--- src/rtl/rkg_pkg.sv ---
// Shared constants, types and helpers for the key and gain frame receiver.
`timescale 1ns / 1ps

package rkg_pkg;

  // Frame header bytes
  localparam logic [7:0] HDR_KEY     = 8'h80;
  localparam logic [7:0] HDR_GAIN_WR = 8'hA0;
  localparam logic [7:0] HDR_GAIN_RD = 8'hA1;

  // Expected-length value meaning "end not known yet"
  localparam logic [3:0] NO_END = 4'hF;

  // Key frame layout: seven data slots of seven key bits each
  localparam int KEY_SLOTS  = 7;
  localparam int KEY_SLOT_W = 7;
  localparam int GATHER_W   = KEY_SLOTS * KEY_SLOT_W;

  // Gain frame byte slots seen by the value assembly (frame length <= 15)
  localparam int GAIN_SLOTS = 16;

  // Frame record queue depth between front and back
  localparam int QUEUE_DEPTH = 2;

  // Result kinds
  localparam logic FT_KEY  = 1'b0;
  localparam logic FT_GAIN = 1'b1;

  // Gain frame result fields
  typedef struct packed {
    logic        wr;
    logic [7:0]  group;
    logic [7:0]  row;
    logic [7:0]  column;
    logic [63:0] value;
  } gain_info_t;

  localparam int GAIN_INFO_W = $bits(gain_info_t);

  // Bit count of one byte (pairwise folding)
  function automatic logic [3:0] popcount8(input logic [7:0] v);
    logic [7:0] a;
    logic [7:0] c;
    logic [7:0] d;
    a = v - ((v >> 1) & 8'h55);
    c = (a & 8'h33) + ((a >> 2) & 8'h33);
    d = (c + (c >> 4)) & 8'h0f;
    return d[3:0];
  endfunction

endpackage

--- src/rtl/remote_key_and_gain_frame_receiver_top.sv ---
// Top level of the serial key and gain frame receiver.
`timescale 1ns / 1ps

// Takes one serial byte per cycle and reports each completed frame as one
// result item. A key frame (0x80, presence mask, one byte per set mask bit)
// yields pressed, rising-edge and toggle key bits; a gain frame (0xA0 or
// 0xA1 plus further bytes up to GAIN_FRAME_BYTES) yields three index bytes
// and a big-endian 64-bit value. A byte is taken in the cycle it is offered
// while the record queue has room. The result of a frame enters the record
// queue at the edge that takes the frame's last byte; it enters the output
// register, raising out_tvalid, once that register is empty or out_tready is
// high. A two-entry record queue sits between parser and output, so in_tready
// drops only when the output register and both queue entries hold results
// that out_tready low keeps back. Otherwise the rate is one byte per clock.
module remote_key_and_gain_frame_receiver_top #(
  parameter int KEY_COUNT        = 48,
  parameter int GAIN_FRAME_BYTES = 12
) (
  input  logic                 clk,
  input  logic                 rst_n,
  input  logic                 in_tvalid,
  output logic                 in_tready,
  input  logic [7:0]           in_tdata,   // rx_byte
  output logic                 out_tvalid,
  input  logic                 out_tready,
  // keys_pressed, keys_rising, keys_toggled, gain_write, gain_group,
  // gain_row, gain_column, gain_value, debug_request, zero fill
  output logic [((3*KEY_COUNT+90+7)/8)*8-1:0] out_tdata,
  output logic                 out_tuser   // frame_type
);

  localparam int OUT_W = ((3*KEY_COUNT + 90 + 7) / 8) * 8;
  localparam int OUT_BITS = 3*KEY_COUNT + 90;
  localparam int REC_W = 1 + KEY_COUNT + rkg_pkg::GAIN_INFO_W;

  logic                 queue_full;
  logic                 rec_push;
  logic                 rec_type;
  logic [KEY_COUNT-1:0] rec_keys;
  rkg_pkg::gain_info_t  rec_gain;

  logic                 q_valid;
  logic                 q_pop;
  logic [REC_W-1:0]     q_data;
  logic                 q_type;
  logic [KEY_COUNT-1:0] q_keys;
  rkg_pkg::gain_info_t  q_gain;

  logic                 out_type;
  logic [KEY_COUNT-1:0] out_pressed, out_rising, out_toggled;
  rkg_pkg::gain_info_t  out_gain;

  rkg_front #(
    .KEY_COUNT        (KEY_COUNT),
    .GAIN_FRAME_BYTES (GAIN_FRAME_BYTES)
  ) u_front (
    .clk        (clk),
    .rst_n      (rst_n),
    .in_tvalid  (in_tvalid),
    .in_tready  (in_tready),
    .in_tdata   (in_tdata),
    .queue_full (queue_full),
    .rec_push   (rec_push),
    .rec_type   (rec_type),
    .rec_keys   (rec_keys),
    .rec_gain   (rec_gain)
  );

  rkg_fifo #(
    .WIDTH (REC_W)
  ) u_queue (
    .clk       (clk),
    .rst_n     (rst_n),
    .push      (rec_push),
    .push_data ({rec_type, rec_keys, rec_gain}),
    .full      (queue_full),
    .pop       (q_pop),
    .not_empty (q_valid),
    .pop_data  (q_data)
  );

  assign {q_type, q_keys, q_gain} = q_data;

  rkg_back #(
    .KEY_COUNT (KEY_COUNT)
  ) u_back (
    .clk         (clk),
    .rst_n       (rst_n),
    .rec_valid   (q_valid),
    .rec_pop     (q_pop),
    .rec_type    (q_type),
    .rec_keys    (q_keys),
    .rec_gain    (q_gain),
    .out_valid   (out_tvalid),
    .out_ready   (out_tready),
    .out_type    (out_type),
    .out_pressed (out_pressed),
    .out_rising  (out_rising),
    .out_toggled (out_toggled),
    .out_gain    (out_gain)
  );

  // Result packing, first field in the low bits
  logic [OUT_BITS-1:0] packed_fields;

  assign packed_fields = {
    (out_type == rkg_pkg::FT_GAIN),
    out_gain.value,
    out_gain.column,
    out_gain.row,
    out_gain.group,
    out_gain.wr,
    out_toggled,
    out_rising,
    out_pressed
  };

  assign out_tdata = OUT_W'(packed_fields);
  assign out_tuser = out_type;

endmodule

--- src/rtl/rkg_front.sv ---
// Front end: byte parser that tracks frame position and builds frame records.
`timescale 1ns / 1ps

module rkg_front #(
  parameter int KEY_COUNT        = 48,
  parameter int GAIN_FRAME_BYTES = 12
) (
  input  logic                      clk,
  input  logic                      rst_n,
  input  logic                      in_tvalid,
  output logic                      in_tready,
  input  logic [7:0]                in_tdata,
  input  logic                      queue_full,
  output logic                      rec_push,
  output logic                      rec_type,
  output logic [KEY_COUNT-1:0]      rec_keys,
  output rkg_pkg::gain_info_t       rec_gain
);

  typedef enum logic [1:0] {MODE_IDLE, MODE_KEY, MODE_GAIN} mode_t;

  localparam int BUF_W  = 8 * (GAIN_FRAME_BYTES - 1);
  localparam int PAD_W  = 8 * (rkg_pkg::GAIN_SLOTS - GAIN_FRAME_BYTES);
  localparam int SLOT_W = 8 * rkg_pkg::GAIN_SLOTS;

  mode_t                      mode_r, mode_nxt;
  logic [3:0]                 pos_r, pos_nxt;
  logic [3:0]                 exp_r, exp_nxt;
  logic [rkg_pkg::KEY_SLOTS-1:0] rem_r, rem_nxt;
  logic [rkg_pkg::GATHER_W-1:0]  gather_r, gather_nxt;
  logic [BUF_W-1:0]           buf_r, buf_nxt;

  logic                       accept;
  logic [7:0]                 b;
  mode_t                      mode_eff;
  logic [3:0]                 exp_eff;
  logic [3:0]                 ones;
  logic [rkg_pkg::KEY_SLOTS-1:0] rem_cur;
  logic [rkg_pkg::GATHER_W-1:0]  gather_cur;
  logic                       found;
  logic [SLOT_W-1:0]          frame_bytes;
  logic [63:0]                value;

  assign in_tready = ~queue_full;
  assign accept    = in_tvalid & in_tready;
  assign b         = in_tdata;
  assign ones      = rkg_pkg::popcount8(b);

  // Gain frame bytes, frame byte 0 in the top slot, missing tail bytes zero
  assign frame_bytes = {buf_r, b, {PAD_W{1'b0}}};

  always_comb begin
    value = '0;
    for (int j = 4; j < 12; j++) begin
      value = {value[55:0], frame_bytes[8*(rkg_pkg::GAIN_SLOTS-1-j) +: 8]};
    end
  end

  // Parser next state
  always_comb begin
    mode_nxt   = mode_r;
    pos_nxt    = pos_r;
    exp_nxt    = exp_r;
    rem_nxt    = rem_r;
    gather_nxt = gather_r;
    buf_nxt    = buf_r;
    rec_push   = 1'b0;
    rec_type   = rkg_pkg::FT_KEY;
    rec_keys   = '0;
    rec_gain   = '0;
    mode_eff   = mode_r;
    exp_eff    = exp_r;
    found      = 1'b0;
    rem_cur    = (pos_r == 4'd0) ? '0 : rem_r;
    gather_cur = (pos_r == 4'd0) ? '0 : gather_r;

    if (accept) begin
      // Header detection at frame start; other bytes continue the last type
      if (pos_r == 4'd0) begin
        if (b == rkg_pkg::HDR_KEY) begin
          mode_eff = MODE_KEY;
        end else if (b == rkg_pkg::HDR_GAIN_WR || b == rkg_pkg::HDR_GAIN_RD) begin
          mode_eff = MODE_GAIN;
        end
      end
      mode_nxt   = mode_eff;
      rem_nxt    = rem_cur;
      gather_nxt = gather_cur;

      case (mode_eff)
        MODE_KEY: begin
          if (pos_r == 4'd1) begin
            rem_nxt = b[rkg_pkg::KEY_SLOTS-1:0];
            exp_eff = ones;
            exp_nxt = ones;
          end else if (pos_r >= 4'd2) begin
            // Data byte goes to the lowest mask slot not yet filled
            for (int i = 0; i < rkg_pkg::KEY_SLOTS; i++) begin
              if (!found && rem_cur[i]) begin
                found = 1'b1;
                rem_nxt[i] = 1'b0;
                gather_nxt[i*rkg_pkg::KEY_SLOT_W +: rkg_pkg::KEY_SLOT_W] =
                  b[rkg_pkg::KEY_SLOT_W-1:0];
              end
            end
          end
          if (pos_r > exp_eff) begin
            rec_push = 1'b1;
            rec_type = rkg_pkg::FT_KEY;
            rec_keys = gather_nxt[KEY_COUNT-1:0];
            exp_nxt  = rkg_pkg::NO_END;
            pos_nxt  = 4'd0;
          end else begin
            pos_nxt = pos_r + 4'd1;
          end
        end
        MODE_GAIN: begin
          buf_nxt = {buf_r[BUF_W-9:0], b};
          if (pos_r == 4'(GAIN_FRAME_BYTES - 1)) begin
            rec_push        = 1'b1;
            rec_type        = rkg_pkg::FT_GAIN;
            rec_gain.wr     = (frame_bytes[SLOT_W-1 -: 8] == rkg_pkg::HDR_GAIN_WR);
            rec_gain.group  = frame_bytes[SLOT_W-9 -: 8];
            rec_gain.row    = frame_bytes[SLOT_W-17 -: 8];
            rec_gain.column = frame_bytes[SLOT_W-25 -: 8];
            rec_gain.value  = value;
            pos_nxt         = 4'd0;
          end else begin
            pos_nxt = pos_r + 4'd1;
          end
        end
        default: begin
          // Idle: bytes outside a frame are dropped
        end
      endcase
    end
  end

  // Parser state
  always_ff @(posedge clk) begin
    if (!rst_n) begin
      mode_r   <= MODE_IDLE;
      pos_r    <= 4'd0;
      exp_r    <= rkg_pkg::NO_END;
      rem_r    <= '0;
      gather_r <= '0;
    end else begin
      mode_r   <= mode_nxt;
      pos_r    <= pos_nxt;
      exp_r    <= exp_nxt;
      rem_r    <= rem_nxt;
      gather_r <= gather_nxt;
    end
    buf_r <= buf_nxt;
  end

  // A gain frame never runs past its fixed length
  a_gain_pos: assert property (@(posedge clk) disable iff (!rst_n)
    mode_r == MODE_GAIN |-> pos_r < 4'(GAIN_FRAME_BYTES))
    else $error("gain frame position out of range");

  // A key frame ends within header, mask and eight data bytes
  a_key_pos: assert property (@(posedge clk) disable iff (!rst_n)
    mode_r == MODE_KEY |-> pos_r <= 4'd9)
    else $error("key frame position out of range");

endmodule

--- src/rtl/rkg_fifo.sv ---
// Short record queue between the parser front end and the result back end.
`timescale 1ns / 1ps

module rkg_fifo #(
  parameter int WIDTH = 138
) (
  input  logic             clk,
  input  logic             rst_n,
  input  logic             push,
  input  logic [WIDTH-1:0] push_data,
  output logic             full,
  input  logic             pop,
  output logic             not_empty,
  output logic [WIDTH-1:0] pop_data
);

  localparam int DEPTH = rkg_pkg::QUEUE_DEPTH;
  localparam int PTR_W = $clog2(DEPTH);
  localparam int CNT_W = $clog2(DEPTH + 1);

  logic [WIDTH-1:0] slots_r [DEPTH];
  logic [PTR_W-1:0] wr_ptr_r, rd_ptr_r;
  logic [CNT_W-1:0] count_r, count_nxt;

  assign full      = (count_r == CNT_W'(DEPTH));
  assign not_empty = (count_r != '0);
  assign pop_data  = slots_r[rd_ptr_r];

  always_comb begin
    count_nxt = count_r;
    if (push && !pop) begin
      count_nxt = count_r + CNT_W'(1);
    end else if (pop && !push) begin
      count_nxt = count_r - CNT_W'(1);
    end
  end

  // Pointers and occupancy
  always_ff @(posedge clk) begin
    if (!rst_n) begin
      wr_ptr_r <= '0;
      rd_ptr_r <= '0;
      count_r  <= '0;
    end else begin
      if (push) wr_ptr_r <= wr_ptr_r + PTR_W'(1);
      if (pop)  rd_ptr_r <= rd_ptr_r + PTR_W'(1);
      count_r <= count_nxt;
    end
  end

  // Entry storage
  always_ff @(posedge clk) begin
    if (push) slots_r[wr_ptr_r] <= push_data;
  end

  a_no_overflow: assert property (@(posedge clk) disable iff (!rst_n)
    !(push && full))
    else $error("record queue overflow");

  a_no_underflow: assert property (@(posedge clk) disable iff (!rst_n)
    !(pop && !not_empty))
    else $error("record queue underflow");

endmodule

--- src/rtl/rkg_back.sv ---
// Back end: key edge and toggle tracking and the result output register.
`timescale 1ns / 1ps

module rkg_back #(
  parameter int KEY_COUNT = 48
) (
  input  logic                 clk,
  input  logic                 rst_n,
  input  logic                 rec_valid,
  output logic                 rec_pop,
  input  logic                 rec_type,
  input  logic [KEY_COUNT-1:0] rec_keys,
  input  rkg_pkg::gain_info_t  rec_gain,
  output logic                 out_valid,
  input  logic                 out_ready,
  output logic                 out_type,
  output logic [KEY_COUNT-1:0] out_pressed,
  output logic [KEY_COUNT-1:0] out_rising,
  output logic [KEY_COUNT-1:0] out_toggled,
  output rkg_pkg::gain_info_t  out_gain
);

  logic                 valid_r;
  logic                 type_r;
  logic [KEY_COUNT-1:0] pressed_r, rising_r, toggled_r;
  rkg_pkg::gain_info_t  gain_r;
  logic [KEY_COUNT-1:0] prev_r, tog_r;

  logic                 load;
  logic                 is_key;
  logic [KEY_COUNT-1:0] rising;

  assign load    = rec_valid & (~valid_r | out_ready);
  assign rec_pop = load;
  assign is_key  = (rec_type == rkg_pkg::FT_KEY);
  assign rising  = rec_keys & ~prev_r;

  // Key history and output register
  always_ff @(posedge clk) begin
    if (!rst_n) begin
      valid_r <= 1'b0;
      prev_r  <= '0;
      tog_r   <= '0;
    end else begin
      if (load) begin
        valid_r <= 1'b1;
      end else if (out_ready) begin
        valid_r <= 1'b0;
      end
      if (load && is_key) begin
        prev_r <= rec_keys;
        tog_r  <= tog_r ^ rising;
      end
    end
    if (load) begin
      type_r <= rec_type;
      if (is_key) begin
        pressed_r <= rec_keys;
        rising_r  <= rising;
        toggled_r <= tog_r ^ rising;
        gain_r    <= '0;
      end else begin
        pressed_r <= '0;
        rising_r  <= '0;
        toggled_r <= '0;
        gain_r    <= rec_gain;
      end
    end
  end

  assign out_valid   = valid_r;
  assign out_type    = type_r;
  assign out_pressed = pressed_r;
  assign out_rising  = rising_r;
  assign out_toggled = toggled_r;
  assign out_gain    = gain_r;

  // Key history moves only when a key record is taken
  a_hist_hold: assert property (@(posedge clk) disable iff (!rst_n)
    !(load && is_key) |=> $stable(tog_r) && $stable(prev_r))
    else $error("key history changed without a key record");

endmodule
--- config.mk ---
export PLATFORM = sky130hd
export DESIGN_NAME = remote_key_and_gain_frame_receiver_top
export DESIGN_NICKNAME = d
export VERILOG_FILES = /design/src/rtl/rkg_pkg.sv /design/src/rtl/remote_key_and_gain_frame_receiver_top.sv /design/src/rtl/rkg_front.sv /design/src/rtl/rkg_fifo.sv /design/src/rtl/rkg_back.sv
export SDC_FILE = /design/constraint.sdc
export NUM_CORES = 1
export LEC_CHECK = 0
export BUFFER_PORTS_ARGS = -buffer_cell sky130_fd_sc_hd__buf_2
export CAP_MARGIN = 10
export CORE_MARGIN = 3
export CORE_UTILIZATION = 40
export DETAILED_ROUTE_END_ITERATION = 7
export PLACE_DENSITY = 0.59
export SYNTH_ARGS = -nofsm -noshare
export SYNTH_HDL_FRONTEND = slang
export SYNTH_HIERARCHICAL = 1
export SYNTH_SLANG_ARGS = --single-unit
--- constraint.sdc ---
create_clock -name clk -period 19.3 [get_ports clk]
set_clock_uncertainty 0.15 [all_clocks]
set_input_delay 0.965 -clock clk [delete_from_list [all_inputs] [get_ports clk]]
set_output_delay 0.965 -clock clk [all_outputs]
set_load 0.1 [all_outputs]
==> impl_metrics.ini <==
[outcome]
status = complete, no violations

[grt]
gr-total-overflow = 0
grt_pass1_vias = 18700
grt_pass1_wl_mm = 110
grt_start_max_net_pins = 99
track_usage_pct = 17.2
antenna_found_initial = 1

[timing]
finalSetupViolCount = 0
tightest_slew_ps = 1210
min_period_over_period_pct = 39.9
drv_slew = 0
setup-tns-final_ps = 0
max_slew_margin_pct = 19.3
max_freq_mhz = 130
hold_viol = 0
rsz0062_at_grt = no
fin_ws_ps = 11600
min_period_ps = 7700

[floorplan]
initial_core_util_pct = 40.6
core_um2 = 76500
io_pins = 255
die_w_um = 285
rows = 101
die-height_um = 285
fp.dieArea_um2 = 81000

[synthesis]
ys_warn_count = 6
synth_cell_type_count = 74
yosys.area.top_type = edfxtp_1
synth_compound_area_share_pct = 7.95
syn_inst = 2238
avgSynthCellArea_um2 = 13.9
yosys.area_share.simple_pct = 12.3
synth_xor_area_share_pct = 1.55
synth_area_um2 = 31000
synthFlopType = edfxtp_1
synthTopCellsByArea = edfxtp_1 (58%), dfxtp_1 (11%), mux2_2 (5.0%)
synth_edf_count = 598
ys_ff_latch = 765
synth_top_area_share_pct = 57.8
ys_seq_area_share_pct = 68.6
synth_top_family_by_area = simple AND/OR/NAND/NOR gates
async_flop_share_pct = 0
synthMuxAreaShare_pct = 5.30
synthAdderAreaFrac_pct = 1.40

[setup_path]
r2r_start = u_front/pos_r[1]
worstSetupPathType = in2reg
cp-startpoint = in_tdata[5]
crit_required_ps = 19380
critPathArrivalTime_ps = 7780
cp_max_fo = 64
crit_path_end_kind = register
start_kind = input port

[detailed_routing]
wl_per_cell_um = 19.8
drc = 0
drtIter0Drc = 1417
vias_per_cell = 5.19
routed_wl_mm = 70.2
dr.pass1.iters = 5
ant_nets = 0
vias = 18400

[placed_design]
pre_cts_slack_ps = 10890
place_congestion = 0.800
portBuffers = 248
dpl.hpwl_mm = 44.2

[finish]
final_common_cell = edfxtp_1
layout-drive-gt1-share_pct = 22.0
fin_nets = 2481
area_delta_synth_final_pct = 14.6
mostFrequentLayoutCells = edfxtp_1 (598), buf_2 (247), dfxtp_1 (166)

[clock_network]
post-cts-setup-buffers = 0
cts_sinks = 765
cts_root_buf = clkbuf_16
cts_tree = yes
insertion_delay_ps = 620
postCtsHoldBufs = 0
htreeDepth = 3
cts_buffer_depth = 3
cts.clk_slew.worst_paths_ps = 60
ctsResizeCount = 0
cts_inserted_buffers = 84

[hold_path]
hp-start = u_front/buf_r[21]
hold_class = reg2reg

[flow_run]
drv_cap = 0
metal layers:
layer	global-route usage, %	share of wire (%)	routed length, um	vias up
met5	0	0	0	-
met4	5.39	2.2	1570	0
met3	2.69	4.1	2880	102
met2	29.3	51	35600	417
met1	22.5	43	30100	9198
li1	-	-	-	8640
critical path: stages:
cell,delay [ps]
buf_2,430
inv_1,200
ha_1,380
a21oi_1,50
or3_1,300
a21oi_1,180
xnor2_1,170
fa_1,490
ha_1,300
a21o_1,160
a211o_1,310
o21ai_0,90
ha_1,280
and4_1,190
o21ba_2,390
a21oi_1,110
nor2_1,290
nor2b_4,880
buf_4,670
buf_4,840
layout make-up:
type	count	area, um^2
diodes	2	5.00
clock buffers	114	2260
clock inverters	41	315
fillers	6698	40900
inverters	23	86.3
multi-input cells	1295	8930
flip-flops and latches	765	21300
well taps	1030	1290
repair buffers	267	1390
synth_stat cells (4+ instances only):
cell and number:
mux2i_1 8, o21ai_0 74, buf_4 8, a22oi_1 5
and3_1 95, nor2_1 135, a21boi_1 79, clkbuf_1 99
buf_1 10, or3_1 4, mux2_2 139, nand3_1 93
or4_1 49, nand2_1 70, a22o_1 30, clkbuf_2 5
a31oi_1 10, nand2b_1 51, nor3_1 7, nor2b_1 64
buf_2 19, dfxtp_1 167, o21a_1 6, a21boi_0 20
and2_1 97, inv_1 23, xnor2_1 4, or2_2 4
ha_1 30, edfxtp_1 598, buf_6 19, o31ai_1 52
o22ai_1 5, xor2_1 51, a21oi_1 50
sequential cells by signal, summed over array words and instances, names as in the netlist, 2 cells and up, named ones only:
| name | count |
|---|---|
| u_front/gather_r | 48 |
| u_front/pos_r | 4 |
| u_queue/slots_r | 276 |
| u_front/mode_r | 2 |
| u_queue/count_r | 2 |
| u_back/out_toggled | 48 |
| u_back/tog_r | 48 |
| u_back/out_rising | 48 |
| u_back/out_gain | 89 |
| u_back/prev_r | 48 |
| u_front/buf_r | 88 |
| u_back/out_pressed | 48 |
| u_front/exp_r | 4 |
| u_front/rem_r | 7 |
through the flow:
step / hold WS, ps / utilization (%) / std cells / cell area, um^2
after floorplan: 267 / - / 2243 / 31100
after global placement: 276 / 43.1 / 3379 / 33000
after detailed placement: 275 / 43.1 / 3379 / 33000
after CTS: 289 / 46.5 / 3534 / 35600
after global routing: 303 / 46.5 / 3535 / 35600
final: 292 / 46.5 / 3537 / 35600
path summary, 6_finish.rpt:
kind,to,slack (ps),cells past startpoint
min reg2reg,u_front/buf_r[29],290,0
min,u_front/buf_r[29],290,0
max reg2reg,u_queue/slots_r[0][35],12690,14
max,u_queue/slots_r[0][35],11600,20
cells by family after synthesis:
family	Yosys count
mux	147
buf+inv	183
other cells	1
simple gates	693
fa+ha+maj	33
xor+xnor	55
flops	765
compound gates	361
Power is left out: the tool's default activity adds up to more than one toggle a clock period on the data nets, which glitch-free logic cannot reach.
